<file path="config.mk">
export PLATFORM = sky130hd
export DESIGN_NAME = three_term_recurrence_checksum
export DESIGN_NICKNAME = d
export VERILOG_FILES = /design/src/design/ttrc_pkg.sv /design/src/design/ttrc_term_unit.sv /design/src/design/ttrc_out_reg.sv /design/src/design/three_term_recurrence_checksum.sv
export SDC_FILE = /design/constraint.sdc
export NUM_CORES = 1
export LEC_CHECK = 0
export ABC_AREA = 1
export BUFFER_PORTS_ARGS = -buffer_cell sky130_fd_sc_hd__buf_2
export CAP_MARGIN = 10
export CORE_UTILIZATION = 50
export DETAILED_ROUTE_END_ITERATION = 12
export GPL_TIMING_DRIVEN = 0
export PLACE_DENSITY = 0.71
export SETUP_SLACK_MARGIN = 0.2
export SYNTH_ARGS = -nofsm -noshare
export SYNTH_HDL_FRONTEND = slang
export SYNTH_SLANG_ARGS = --single-unit
export TNS_END_PERCENT = 10
</file>
<file path="constraint.sdc">
create_clock -name clk -period 36.6 [get_ports clk]
set_input_delay 3.66 -clock clk [delete_from_list [all_inputs] [get_ports clk]]
set_output_delay 3.66 -clock clk [all_outputs]
set_load 0.1 [all_outputs]
</file>
<file path="src/design/ttrc_pkg.sv">
package ttrc_pkg;

    typedef logic [7:0]  byte_t;
    typedef logic [7:0]  pos_t;
    typedef logic [15:0] term_t;

    // Modulus of the fold, held one bit wider than a term so that it can be compared.
    localparam logic [16:0] FoldMod     = 17'd65535;
    localparam byte_t       AlphaStep   = 8'd17;
    localparam byte_t       BetaStep    = 8'd31;
    localparam byte_t       FirstOffset = 8'd7;
    localparam term_t       TermReset   = 16'd1;
    localparam pos_t        PosReset    = 8'd0;
    localparam pos_t        PosSecond   = 8'd1;

endpackage

</file>
<file path="src/design/ttrc_term_unit.sv">
module ttrc_term_unit
(
    input  ttrc_pkg::term_t prev_term,
    input  ttrc_pkg::term_t cur_term,
    input  ttrc_pkg::pos_t  byte_position,
    input  ttrc_pkg::byte_t data_byte,
    output ttrc_pkg::term_t next_term
);

    // Residue modulo 65535 of a value below 2^25: the high part re-enters at weight one.
    function automatic ttrc_pkg::term_t fold_residue(input logic [24:0] x);
        logic [16:0] s;
        begin
            s = 17'(x[15:0]) + 17'(x[24:16]);
            if (s >= ttrc_pkg::FoldMod)
            begin
                s = s - ttrc_pkg::FoldMod;
            end
            return s[15:0];
        end
    endfunction

    logic [7:0]      alpha;
    logic [7:0]      beta;
    logic [8:0]      factor;
    logic [24:0]     prod_a;
    logic [23:0]     prod_b;
    logic            a_below_b;
    ttrc_pkg::term_t res_a;
    ttrc_pkg::term_t res_b;
    logic [16:0]     diff_wrap;
    ttrc_pkg::term_t diff_res;
    logic [16:0]     adj;

    always_comb
    begin
        // Both step products are wanted modulo 256, so they are kept at eight bits.
        alpha      = byte_position * ttrc_pkg::AlphaStep;
        beta       = byte_position * ttrc_pkg::BetaStep;
        factor     = 9'(data_byte) + 9'(alpha);
        prod_a     = 25'(factor) * 25'(cur_term);
        prod_b     = 24'(beta) * 24'(prev_term);
        a_below_b  = 25'(prod_b) > prod_a;
        res_a      = fold_residue(prod_a);
        res_b      = fold_residue(25'(prod_b));

        diff_wrap = 17'(res_a) + ttrc_pkg::FoldMod - 17'(res_b);
        if (diff_wrap >= ttrc_pkg::FoldMod)
        begin
            diff_res = 16'(diff_wrap - ttrc_pkg::FoldMod);
        end
        else
        begin
            diff_res = diff_wrap[15:0];
        end

        // A negative difference is folded one higher, as the original arithmetic does.
        adj = 17'(diff_res) + 17'(a_below_b);
        if (adj == ttrc_pkg::FoldMod)
        begin
            next_term = '0;
        end
        else
        begin
            next_term = adj[15:0];
        end
    end

endmodule

</file>
<file path="src/design/ttrc_out_reg.sv">
module ttrc_out_reg
(
    input  logic            clk,
    input  logic            rst_n,
    input  logic            load,
    input  ttrc_pkg::term_t load_value,
    input  logic            out_stall,
    output logic            out_valid,
    output ttrc_pkg::term_t checksum,
    output logic            free
);

    logic            valid_reg;
    logic            valid_next;
    ttrc_pkg::term_t value_reg;

    // The register can take a new word when empty or when its word leaves this cycle.
    assign free = !valid_reg || !out_stall;

    always_comb
    begin
        if (load)
        begin
            valid_next = 1'b1;
        end
        else if (!out_stall)
        begin
            valid_next = 1'b0;
        end
        else
        begin
            valid_next = valid_reg;
        end
    end

    always_ff @(posedge clk or negedge rst_n)
    begin
        if (!rst_n)
        begin
            valid_reg <= 1'b0;
        end
        else
        begin
            valid_reg <= valid_next;
        end
    end

    always_ff @(posedge clk)
    begin
        if (load)
        begin
            value_reg <= load_value;
        end
    end

    assign out_valid = valid_reg;
    assign checksum  = value_reg;

endmodule

</file>
<file path="src/design/three_term_recurrence_checksum.sv">
// Three-term recurrence checksum: one message byte is taken per word, with last_byte set on
// the final byte, and one checksum word follows for each message. A byte can be accepted in
// every clock cycle unless in_stall is high; the checksum word is loaded into the output
// register when its last byte leaves the input register and the output register is free.
// That pace is set by the term update, whose two small multiplications and mod-65535 fold
// are combinational between the input register and the term registers. in_stall rises
// only while a last byte waits for the output register to be emptied.
module three_term_recurrence_checksum
(
    input  logic                 clk,
    input  logic                 rst_n,
    input  logic                 in_valid,
    output logic                 in_stall,
    input  ttrc_pkg::byte_t      data_byte,
    input  logic                 last_byte,
    output logic                 out_valid,
    input  logic                 out_stall,
    output ttrc_pkg::term_t      checksum
);

    logic            s1_valid_reg;
    logic            s1_valid_next;
    ttrc_pkg::byte_t s1_byte_reg;
    logic            s1_last_reg;

    ttrc_pkg::term_t prev_term_reg;
    ttrc_pkg::term_t prev_term_next;
    ttrc_pkg::term_t cur_term_reg;
    ttrc_pkg::term_t cur_term_next;
    ttrc_pkg::pos_t  position_reg;
    ttrc_pkg::pos_t  position_next;
    logic            in_message_reg;
    logic            in_message_next;

    ttrc_pkg::term_t first_term;
    ttrc_pkg::term_t next_term;
    ttrc_pkg::term_t result_term;
    logic            out_free;
    logic            s1_fire;
    logic            in_take;
    logic            out_load;

    assign s1_fire  = s1_valid_reg && (!s1_last_reg || out_free);
    assign in_stall = s1_valid_reg && !s1_fire;
    assign in_take  = in_valid && !in_stall;
    assign out_load = s1_fire && s1_last_reg;

    assign first_term  = 16'(s1_byte_reg) + 16'(ttrc_pkg::FirstOffset);
    assign result_term = in_message_reg ? next_term : first_term;

    ttrc_term_unit u_term_unit
    (
        .prev_term     (prev_term_reg),
        .cur_term      (cur_term_reg),
        .byte_position (position_reg),
        .data_byte     (s1_byte_reg),
        .next_term     (next_term)
    );

    ttrc_out_reg u_out_reg
    (
        .clk        (clk),
        .rst_n      (rst_n),
        .load       (out_load),
        .load_value (result_term),
        .out_stall  (out_stall),
        .out_valid  (out_valid),
        .checksum   (checksum),
        .free       (out_free)
    );

    always_comb
    begin
        if (in_take)
        begin
            s1_valid_next = 1'b1;
        end
        else if (s1_fire)
        begin
            s1_valid_next = 1'b0;
        end
        else
        begin
            s1_valid_next = s1_valid_reg;
        end
    end

    always_comb
    begin
        prev_term_next  = prev_term_reg;
        cur_term_next   = cur_term_reg;
        position_next   = position_reg;
        in_message_next = in_message_reg;
        if (s1_fire)
        begin
            if (s1_last_reg)
            begin
                // The message is complete, so the terms return to their idle values.
                prev_term_next  = ttrc_pkg::TermReset;
                cur_term_next   = ttrc_pkg::TermReset;
                position_next   = ttrc_pkg::PosReset;
                in_message_next = 1'b0;
            end
            else if (!in_message_reg)
            begin
                prev_term_next  = ttrc_pkg::TermReset;
                cur_term_next   = first_term;
                position_next   = ttrc_pkg::PosSecond;
                in_message_next = 1'b1;
            end
            else
            begin
                prev_term_next = cur_term_reg;
                cur_term_next  = next_term;
                position_next  = position_reg + 8'd1;
            end
        end
    end

    always_ff @(posedge clk or negedge rst_n)
    begin
        if (!rst_n)
        begin
            s1_valid_reg   <= 1'b0;
            prev_term_reg  <= ttrc_pkg::TermReset;
            cur_term_reg   <= ttrc_pkg::TermReset;
            position_reg   <= ttrc_pkg::PosReset;
            in_message_reg <= 1'b0;
        end
        else
        begin
            s1_valid_reg   <= s1_valid_next;
            prev_term_reg  <= prev_term_next;
            cur_term_reg   <= cur_term_next;
            position_reg   <= position_next;
            in_message_reg <= in_message_next;
        end
    end

    always_ff @(posedge clk)
    begin
        if (in_take)
        begin
            s1_byte_reg <= data_byte;
            s1_last_reg <= last_byte;
        end
    end

endmodule

</file>
==> impl_metrics.py, run 1 <==
metrics = {
    "setup_path": {
        "worstSetupEndpointType": "register",
        "critical-path-slowest-cell": "sky130_fd_sc_hd__fa_1",
        "cp_slowest_stage_delay_ps": 590,
        "cp.required_ps": 36660,
        "crit_arrival_ps": 15810,
        "critical_path.startpoint_type": "register",
        "path_common_cell": "sky130_fd_sc_hd__nand2_1",
        "critical_path.max_fanout": 10,
        "timing.setup.critical_path_class": "register to register",
    },
    "cells_and_area": {
        "antennaDiodeCount": 0,
        "layout-drive-gt1-share_pct": 6.23,
        "finalInstanceArea_sq_um": 17700,
        "syn_to_final_growth_pct": 6.28,
        "layout.nets": 2783,
        "fillers": 3073,
    },
    "clock_network": {
        "cts.hold.buffers_added": 0,
        "htree_num_levels": 3,
        "root_cell_of_the_clock_tree": "sky130_fd_sc_hd__clkbuf_16",
        "clock_latency_ps": 330,
        "cts_repair_resize_count": 0,
        "clock_sink_count": 68,
        "max-clock-path-buffers": 2,
        "cts_made_buffers": 9,
        "cts_tree": "yes",
        "clk_pin_slew_ps": 60,
        "postCtsSetupBuffers": 0,
    },
    "floorplanning": {
        "area_of_the_core_region_sq_um": 32600,
        "die_height_microns": 184,
        "num_io_pins": 31,
        "die_x_microns": 184,
        "die-area_sq_um": 34000,
        "initial_core_util_pct": 51.0,
        "row_count": 66,
    },
    "yosys": {
        "ys_dominant_reg_cell": "sky130_fd_sc_hd__dfrtp_1",
        "synthesis.nets": 2742,
        "netlist_area_sq_um": 16600,
        "asyncSetResetFlopFracSynth_pct": 63.2,
        "syn_warnings": 0,
        "number_of_flops_mapped_to_enable_cells_by_yosys": 25,
        "synth-seq-area-share_pct": 11.0,
        "syn_inst": 2360,
        "count_of_cell_types_in_the_netlist": 50,
        "synth_seq_cells": 68,
        "postSynthAreaPerCell_sq_um": 7.05,
    },
    "outcome": {
        "run_status": "finished, final reports clean",
    },
    "routing": {
        "avgRoutedWirePerCell_microns": 15.7,
        "ant_nets": 0,
        "totalWireLength_microns": 44600,
        "initial_detailed_routing_violation_count": 1187,
        "m1WireLength_microns": 19100,
        "remaining_drc_errors": 0,
        "dr.pass1.iters": 5,
        "top_layer": "met4",
        "vias_per_cell": 5.28,
        "dr_wl_met3_microns": 3140,
        "wire_length_on_met2_microns": 20800,
        "vias": 15000,
    },
    "global_route": {
        "global_route_wire_length_before_repair_microns": 73700,
        "grtUsageTotal_pct": 27.5,
        "grt_pass1_vias": 15200,
        "antenna_found_initial": 0,
        "pin_count_of_the_biggest_net_entering_global_routing": 44,
        "grt.overflow.total": 0,
    },
    "placed_design": {
        "placedInstanceArea_sq_um": 17300,
        "port-buffer-count": 30,
        "gpl.final_weighted_congestion": 0.944,
        "post-dp-hpwl_microns": 38100,
    },
    "sta": {
        "timing.slew.headroom_pct": 32.7,
        "final_critical_path_share_of_the_clock_period_pct": 43.0,
        "fin_skew_ps": 7.92,
        "fin_crit_ps": 15750,
        "setup_violations": 0,
        "final_max_slew_viol_count": 0,
        "clock.fmax_mhz": 63.5,
        "hold_viol_final": 0,
        "setup_total_negative_slack_ps": 0,
        "rsz0062_at_grt": "no",
        "tightestPinTransition_ps": 1010,
    },
    "run": {
        "max_cap_viol_count": 0,
    },
    "worst_hold_path": {
        "hold_class": "register to register",
    },
}
==> Yosys cell counts, types with 2 or more instances <==
| cell | count | area share [%] |
|---|---|---|
| sky130_fd_sc_hd__nand2_1 | 613 | 14 |
| sky130_fd_sc_hd__inv_1 | 509 | 11 |
| sky130_fd_sc_hd__nor2_1 | 214 | 4.8 |
| sky130_fd_sc_hd__fa_1 | 198 | 24 |
| sky130_fd_sc_hd__ha_1 | 171 | 13 |
| sky130_fd_sc_hd__nand3_1 | 114 | 3.4 |
| sky130_fd_sc_hd__a21oi_1 | 80 | 2.4 |
| sky130_fd_sc_hd__xor2_1 | 62 | 3.3 |
| sky130_fd_sc_hd__dfrtp_1 | 41 | 6.2 |
| sky130_fd_sc_hd__nand4_1 | 39 | 1.5 |
| sky130_fd_sc_hd__clkbuf_1 | 34 | 0.77 |
| sky130_fd_sc_hd__o21ai_0 | 33 | 0.99 |
| sky130_fd_sc_hd__nand2_2 | 29 | 1.1 |
| sky130_fd_sc_hd__o22ai_1 | 26 | 0.98 |
| sky130_fd_sc_hd__edfxtp_1 | 25 | 4.5 |
| sky130_fd_sc_hd__nor3_1 | 23 | 0.69 |
| sky130_fd_sc_hd__xnor2_1 | 22 | 1.2 |
| sky130_fd_sc_hd__or2_2 | 14 | 0.53 |
| sky130_fd_sc_hd__nand3b_1 | 12 | 0.54 |
| sky130_fd_sc_hd__nor2_2 | 12 | 0.45 |
| sky130_fd_sc_hd__nand3_2 | 11 | 0.66 |
| sky130_fd_sc_hd__inv_2 | 10 | 0.23 |
| sky130_fd_sc_hd__and2_1 | 7 | 0.26 |
| sky130_fd_sc_hd__a21o_1 | 6 | 0.27 |
| sky130_fd_sc_hd__nor2_4 | 6 | 0.41 |
| sky130_fd_sc_hd__buf_6 | 5 | 0.34 |
| sky130_fd_sc_hd__buf_1 | 4 | 0.090 |
| sky130_fd_sc_hd__nand2_4 | 4 | 0.27 |
| sky130_fd_sc_hd__nand4_2 | 4 | 0.30 |
| sky130_fd_sc_hd__o21bai_1 | 4 | 0.18 |
| sky130_fd_sc_hd__buf_2 | 3 | 0.090 |
| sky130_fd_sc_hd__a211oi_1 | 2 | 0.090 |
| sky130_fd_sc_hd__a31oi_1 | 2 | 0.075 |
| sky130_fd_sc_hd__and3_1 | 2 | 0.075 |
| sky130_fd_sc_hd__dfstp_2 | 2 | 0.32 |
| sky130_fd_sc_hd__nand4_4 | 2 | 0.26 |
| sky130_fd_sc_hd__nor4_1 | 2 | 0.075 |
==> final cells by class <==
class	count	area, sq um	share of cell area (%)
inverter	520	1950	11.0
sequential	68	1830	10.4
buffer	46	214	1.21
clock inverter	7	115	0.651
timing repair buffer	30	150	0.850
tap	442	553	3.13
clock buffer	9	225	1.27
multi-input combinational	1726	12600	71.5
==> cell usage in the layout, fill, tap and decap left out, types with 39 or more instances in the layout <==
cell type	instances
sky130_fd_sc_hd__nand2_1	613
sky130_fd_sc_hd__inv_1	509
sky130_fd_sc_hd__nor2_1	214
sky130_fd_sc_hd__fa_1	198
sky130_fd_sc_hd__ha_1	171
sky130_fd_sc_hd__nand3_1	114
sky130_fd_sc_hd__a21oi_1	80
sky130_fd_sc_hd__xor2_1	62
sky130_fd_sc_hd__dfrtp_1	41
sky130_fd_sc_hd__nand4_1	39
==> worst max-delay path: cells and delay by family (launching register included) <==
kind	cells	cell delay [ps]
simple gates	49	5970
fa+ha+maj	13	5610
buf+inv	13	1560
compound gates	7	1150
flops	1	570
xor+xnor	2	560
==> kinds of logic (layout without fill, tap and decap cells) <==
family / count (synthesis) / after routing / share of synthesized area [%]
xor+xnor: 86 / 86 / 4.62
compound gates: 161 / 161 / 5.38
fa+ha+maj: 369 / 369 / 36.7
simple gates: 1110 / 1110 / 29.3
buf+inv: 566 / 612 / 13.0
flops: 68 / 68 / 11.0
==> layer usage <==
layer  track usage (%)  up-vias
met5                 0        -
met4              10.6        0
li1                  -     7296
met2              46.9      511
met1              35.0     7132
met3              3.91       92
==> per-stage QoR <==
step           instances  setup slack [ps]  hold WS, ps  util, %
4_1_cts             2848             20910          536     54.2
3_5_place_dp        2832             20970          515     53.1
6_report            2848             20850          530     54.2
3_3_place_gp        2832             21140          508     53.1
5_1_grt             2848             19610          570     54.2
2_1_floorplan       2360             23190          487        -
==> final timing paths <==
kind / cells after the start / slack, ps / startpoint / to
min in group asynchronous: 1 / 3490 / rst_n / cur_term_reg[15]$_DFFE_PN0P_
max: 84 / 20850 / position_reg[1]$_DFFE_PN0P_ / u_out_reg.checksum[9]$_DFFE_PP_
max in group asynchronous: 1 / 32470 / rst_n / position_reg[2]$_DFFE_PN0P_
min reg2reg: 2 / 530 / u_out_reg.out_valid$_DFFE_PN0P_ / u_out_reg.out_valid$_DFFE_PN0P_
min: 2 / 530 / u_out_reg.out_valid$_DFFE_PN0P_ / u_out_reg.out_valid$_DFFE_PN0P_
max reg2reg: 84 / 20850 / position_reg[1]$_DFFE_PN0P_ / u_out_reg.checksum[9]$_DFFE_PP_
Power of run 1 is not shown: default switching activity piles up to over one toggle a cycle in this logic, so the estimate is an artifact.
==> inputs of run 2 (changes only) <==
PLACE_DENSITY = 0.73   (was 0.71)
clock period = 13.4 ns   (was 36.6 ns; I/O delays follow)
==> impl_metrics.py, run 2 (synthesis gave the netlist of run 1 again) <==
metrics = {
    "outcome": {
        "run_status": "finished with violations",
        "failed_checks": "setup timing",
    },
    "setup_path": {
        "critical_path_buf_inv_count": 24,
        "crit_arrival_ps": 13510,
        "path_common_cell": "sky130_fd_sc_hd__buf_4",
        "cp_slowest_stage_delay_ps": 610,
        "worst_path_dominant_cell_family": "adder cells",
        "critical_path.max_fanout": 5,
        "regToRegSetupSlack_ps": -10,
        "worstSetupEndpointType": "register",
        "cp.required_ps": 13500,
        "critical-path-slowest-cell": "sky130_fd_sc_hd__fa_2",
        "critical_path.startpoint_type": "register",
        "timing.setup.critical_path_class": "register to register",
    },
    "clock_network": {
        "cts_tree": "yes",
        "clock_sink_count": 68,
        "max-clock-path-buffers": 2,
        "clk_pin_slew_ps": 60,
        "clock_latency_ps": 340,
        "cts.hold.buffers_added": 0,
        "cts_made_buffers": 9,
        "htree_num_levels": 3,
        "root_cell_of_the_clock_tree": "sky130_fd_sc_hd__clkbuf_16",
    },
    "routing": {
        "initial_detailed_routing_violation_count": 1029,
        "ant_nets": 0,
        "totalWireLength_microns": 49400,
        "remaining_drc_errors": 0,
        "avgRoutedWirePerCell_microns": 16.5,
        "dr.pass1.iters": 5,
        "vias": 15800,
        "vias_per_cell": 5.28,
    },
    "sta": {
        "whs_ps": 519,
        "timing.slew.headroom_pct": 31.3,
        "fin_crit_ps": 13410,
        "rsz0062_at_grt": "yes",
        "tightestPinTransition_ps": 1030,
        "fin_skew_ps": 6.54,
        "clock.fmax_mhz": 74.6,
        "final_critical_path_share_of_the_clock_period_pct": 100,
        "hold_viol_final": 0,
        "setup_violations": 2,
        "final.setup.worst_slack_ps": -13.2,
        "final_max_slew_viol_count": 0,
    },
    "cells_and_area": {
        "layout-drive-gt1-share_pct": 21.8,
        "fillers": 2833,
        "final_cell_count_no_fill": 2994,
        "layout_commonest_cell": "sky130_fd_sc_hd__nand2_1",
        "final_cell_mix": "530 x sky130_fd_sc_hd__nand2_1, 482 x sky130_fd_sc_hd__inv_1, 194 x sky130_fd_sc_hd__fa_1",
        "syn_to_final_growth_pct": 23.4,
        "layout.nets": 2928,
    },
    "placed_design": {
        "post-dp-hpwl_microns": 37800,
        "gpl.final_weighted_congestion": 0.925,
        "placed_cells_incl_taps": 2832,
        "port-buffer-count": 30,
    },
    "floorplanning": {
        "row_count": 66,
        "num_io_pins": 31,
        "die_x_microns": 184,
        "area_of_the_core_region_sq_um": 32600,
        "die_height_microns": 184,
        "die-area_sq_um": 34000,
        "initial_core_util_pct": 51.0,
    },
    "global_route": {
        "grtUsageTotal_pct": 28.6,
        "global_route_wire_length_before_repair_microns": 76200,
        "grt_pass1_vias": 15400,
        "grt.overflow.total": 0,
        "pin_count_of_the_biggest_net_entering_global_routing": 44,
        "antenna_found_initial": 1,
    },
    "worst_hold_path": {
        "hold_class": "register to register",
    },
    "run": {
        "max_cap_viol_count": 0,
    },
}
-- run 2: cell types whose count changed in the layout (fill, tap and decap cells not counted), sizes merged --
cell and change:
clkinvlp +1, bufinv -1, clkinv -1, diode +1, buf +149, clkbuf -3
-- run 2: timing repair --
item / in CTS / in global routing
cloned: 2 / 1
pin swaps: 105 / 125
setup endpoints to repair: 32 / 32
setup buffers: 104 / 38
gates resized for setup: 198 / 188
-- run 2: final timing paths --
check,start,endpoint,cells past startpoint
setup / recovery,position_reg[2]$_DFFE_PN0P_,u_out_reg.checksum[1]$_DFFE_PP_,79
hold / removal,u_out_reg.out_valid$_DFFE_PN0P_,u_out_reg.out_valid$_DFFE_PN0P_,2
setup reg to reg,position_reg[2]$_DFFE_PN0P_,u_out_reg.checksum[1]$_DFFE_PP_,79
hold reg to reg,u_out_reg.out_valid$_DFFE_PN0P_,u_out_reg.out_valid$_DFFE_PN0P_,2
max in group asynchronous,rst_n,position_reg[0]$_DFFE_PN0P_,1
min in group asynchronous,rst_n,prev_term_reg[12]$_DFFE_PN0P_,1
-- run 2: per-stage QoR --
step	util (%)	setup slack, ps	TNS, ps	cell area, sq um
after floorplan	-	212	0	16600
after global placement	53.2	-2150	-63920	17300
after detailed placement	53.2	-2220	-66290	17300
after CTS	59.5	120	0	19400
after global routing	62.9	-629	-18000	20500
final	62.9	-13.2	-14.1	20500
-- run 2: layer usage --
layer  part of all wire, %  track usage, %  routed length, microns  up-vias
met4                   3.4            10.2                    1700        0
met3                   5.6            3.58                    2770      103
met1                    41            36.4                   20200     7609
met2                    50            49.7                   24800      503
met5                     0               0                       0        -
li1                      -               -                       -     7587
-- run 2: worst register-to-register path, delay by kind of cell (launching register included) --
family	cells	cell delay (ps)
AOI/OAI and AO/OA	2	210
adders and majority gates	14	5370
and+or+nand+nor	37	4460
buffers and inverters	24	2360
xor gates and xnor gates	2	360
DFF	1	430
-- run 2: layout make-up --
type,count,area (sq um),share of cell area (%)
Inverter,520,1960,9.55
Tap cell,442,553,2.69
Timing Repair Buffer,175,1330,6.46
Buffer,46,282,1.37
Multi-Input combinational cell,1726,14300,69.4
Antenna cell,1,2.50,0.0122
Clock inverter,6,88.8,0.433
Sequential cell,68,1830,8.94
Clock buffer,10,229,1.12
Power of run 2 is left out for the same reason.
==> inputs of run 3 (changes only) <==
ABC_AREA = not set   (was 1)
==> impl_metrics.py, run 3 <==
metrics = {
    "sta": {
        "final_critical_path_share_of_the_clock_period_pct": 114,
        "hold_viol_final": 0,
        "timing.slew.headroom_pct": 35.8,
        "fin_crit_ps": 15270,
        "rsz0062_at_grt": "yes",
        "tightestPinTransition_ps": 963,
        "clock.fmax_mhz": 65.5,
        "setup_violations": 32,
        "final.setup.worst_slack_ps": -1870,
        "fin_skew_ps": 9.33,
        "final_max_slew_viol_count": 0,
    },
    "setup_path": {
        "path_common_cell": "sky130_fd_sc_hd__fa_1",
        "cp_slowest_stage_delay_ps": 550,
        "worstReg2RegStart": "position_reg[1]$_DFFE_PN0P_",
        "crit_arrival_ps": 15320,
        "critical-path-slowest-cell": "sky130_fd_sc_hd__fa_1",
        "timing.setup.critical_path_class": "register to register",
        "cp.required_ps": 13450,
        "worstSetupEndpointType": "register",
        "critical_path.max_fanout": 8,
        "worst_path_dominant_cell_family": "adder cells",
        "critical_path_buf_inv_count": 14,
        "critical_path.startpoint_type": "register",
        "critical_path.startpoint": "position_reg[1]$_DFFE_PN0P_",
    },
    "placed_design": {
        "post-dp-hpwl_microns": 37700,
        "port-buffer-count": 30,
        "placed_cells_incl_taps": 2427,
        "placedInstanceArea_sq_um": 17600,
        "gpl.final_weighted_congestion": 0.911,
        "preCtsSetupSlack_ps": -3760,
    },
    "cells_and_area": {
        "layout_commonest_cell": "sky130_fd_sc_hd__inv_1",
        "finalCoreUtilization_pct": 59.7,
        "final_cell_mix": "273 x sky130_fd_sc_hd__inv_1, 206 x sky130_fd_sc_hd__nand2_1, 195 x sky130_fd_sc_hd__fa_1",
        "finalInstanceArea_sq_um": 19500,
        "syn_to_final_growth_pct": 17.4,
        "layout.nets": 2476,
        "layout-drive-gt1-share_pct": 15.6,
        "fillers": 2754,
        "final_cell_count_no_fill": 2541,
        "antennaDiodeCount": 0,
    },
    "floorplanning": {
        "area_of_the_core_region_sq_um": 32600,
        "die-area_sq_um": 33900,
        "row_count": 66,
        "die_height_microns": 184,
        "die_x_microns": 184,
        "num_io_pins": 31,
        "initial_core_util_pct": 50.9,
    },
    "routing": {
        "initial_detailed_routing_violation_count": 1300,
        "totalWireLength_microns": 48500,
        "avgRoutedWirePerCell_microns": 19.1,
        "dr.pass1.iters": 6,
        "vias": 15100,
        "vias_per_cell": 5.93,
        "remaining_drc_errors": 0,
        "ant_nets": 0,
    },
    "yosys": {
        "yosysTopAreaCell": "sky130_fd_sc_hd__fa_1",
        "post_synth_most_frequent_cells": "281 x sky130_fd_sc_hd__inv_1, 208 x sky130_fd_sc_hd__nand2_1, 198 x sky130_fd_sc_hd__fa_1, 171 x sky130_fd_sc_hd__ha_1, 150 x sky130_fd_sc_hd__and2_1",
        "asyncSetResetFlopFracSynth_pct": 63.2,
        "number_of_flops_mapped_to_enable_cells_by_yosys": 25,
        "ys_dominant_reg_cell": "sky130_fd_sc_hd__dfrtp_1",
        "synthesis.nets": 2336,
        "largest_cells_by_area_after_synthesis": "sky130_fd_sc_hd__fa_1 24%, sky130_fd_sc_hd__ha_1 13%, sky130_fd_sc_hd__inv_1 6.4%",
        "post-synth-top-area-fraction_pct": 23.9,
        "post-synth-top-count-cell": "sky130_fd_sc_hd__inv_1",
        "count_of_cell_types_in_the_netlist": 92,
        "syn_inst": 1954,
        "syn_warnings": 0,
        "synth-seq-area-share_pct": 11.0,
        "netlist_area_sq_um": 16600,
        "synth_seq_cells": 68,
        "postSynthAreaPerCell_sq_um": 8.50,
    },
    "outcome": {
        "run_status": "finished with violations",
        "failed_checks": "setup timing",
    },
    "worst_hold_path": {
        "hold_class": "register to register",
        "min-delay-start": "cur_term_reg[1]$_DFFE_PN0P_",
    },
    "global_route": {
        "antenna_found_initial": 0,
        "pin_count_of_the_biggest_net_entering_global_routing": 44,
        "global_route_wire_length_before_repair_microns": 77500,
        "grtUsageTotal_pct": 28.9,
        "grt_pass1_vias": 15100,
        "grt.overflow.total": 0,
    },
    "clock_network": {
        "clk_pin_slew_ps": 60,
        "cts.hold.buffers_added": 0,
        "clock_sink_count": 68,
        "cts_made_buffers": 9,
        "root_cell_of_the_clock_tree": "sky130_fd_sc_hd__clkbuf_16",
        "cts_tree": "yes",
        "max-clock-path-buffers": 2,
        "htree_num_levels": 3,
        "clock_latency_ps": 340,
    },
    "run": {
        "max_cap_viol_count": 0,
    },
}
run 3: cell families (layout without fill, tap and decap cells):
kind of cell    Yosys count  in the layout  share of synthesized area, %
compound gates          370            370                          15.8
xor+xnor                123            123                          6.75
fa+ha+maj               371            371                          36.9
buf+inv                 364            509                          8.41
flops                    68             68                          11.0
mux                      12             12                         0.761
simple gates            646            646                          20.4
run 3: repair_timing:
item | 4_1_cts | 5_1_grt
pin swaps | 84 | 55
resized for setup | 96 | 50
buffers inserted | 64 | 31
endpoints found under the setup margin | 32 | 32
gates cloned | 1 | 2
run 3: layout make-up:
type	count	area, sq um	share of cell area (%)
Buffer	83	434	2.23
Sequential cell	68	1840	9.42
Clock buffer	12	279	1.43
Timing Repair Buffer	129	920	4.72
Tap cell	442	553	2.84
Inverter	281	1060	5.43
Clock inverter	4	98.8	0.507
Multi-Input combinational cell	1522	14300	73.4
run 3: worst paths after layout:
check	slack, ps	endpoint	depth (start not counted)
setup / recovery	-1870	u_out_reg.checksum[6]$_DFFE_PP_	68
hold / removal	490	prev_term_reg[1]$_DFFE_PN0P_	1
setup reg to reg	-1870	u_out_reg.checksum[6]$_DFFE_PP_	68
hold reg to reg	490	prev_term_reg[1]$_DFFE_PN0P_	1
max in group asynchronous	11580	position_reg[3]$_DFFE_PN0P_	1
min in group asynchronous	1140	position_reg[5]$_DFFE_PN0P_	1
run 3: metrics by stage:
stage               hold WS (ps)  setup TNS [ps]
detailed placement           483         -113070
CTS                          487          -51250
finish                       490          -57670
global route                 491          -73660
floorplan                    464          -29900
global placement             468         -105090
run 3: metal layers:
| layer | track usage (%) | vias up | wire, microns |
|---|---|---|---|
| li1 | - | 6833 | - |
| met4 | 12.3 | 0 | 2350 |
| met2 | 49.1 | 628 | 23400 |
| met5 | 0 | - | 0 |
| met3 | 2.53 | 140 | 2890 |
| met1 | 37.7 | 7457 | 19900 |
Power of run 3 is left out for the same reason.
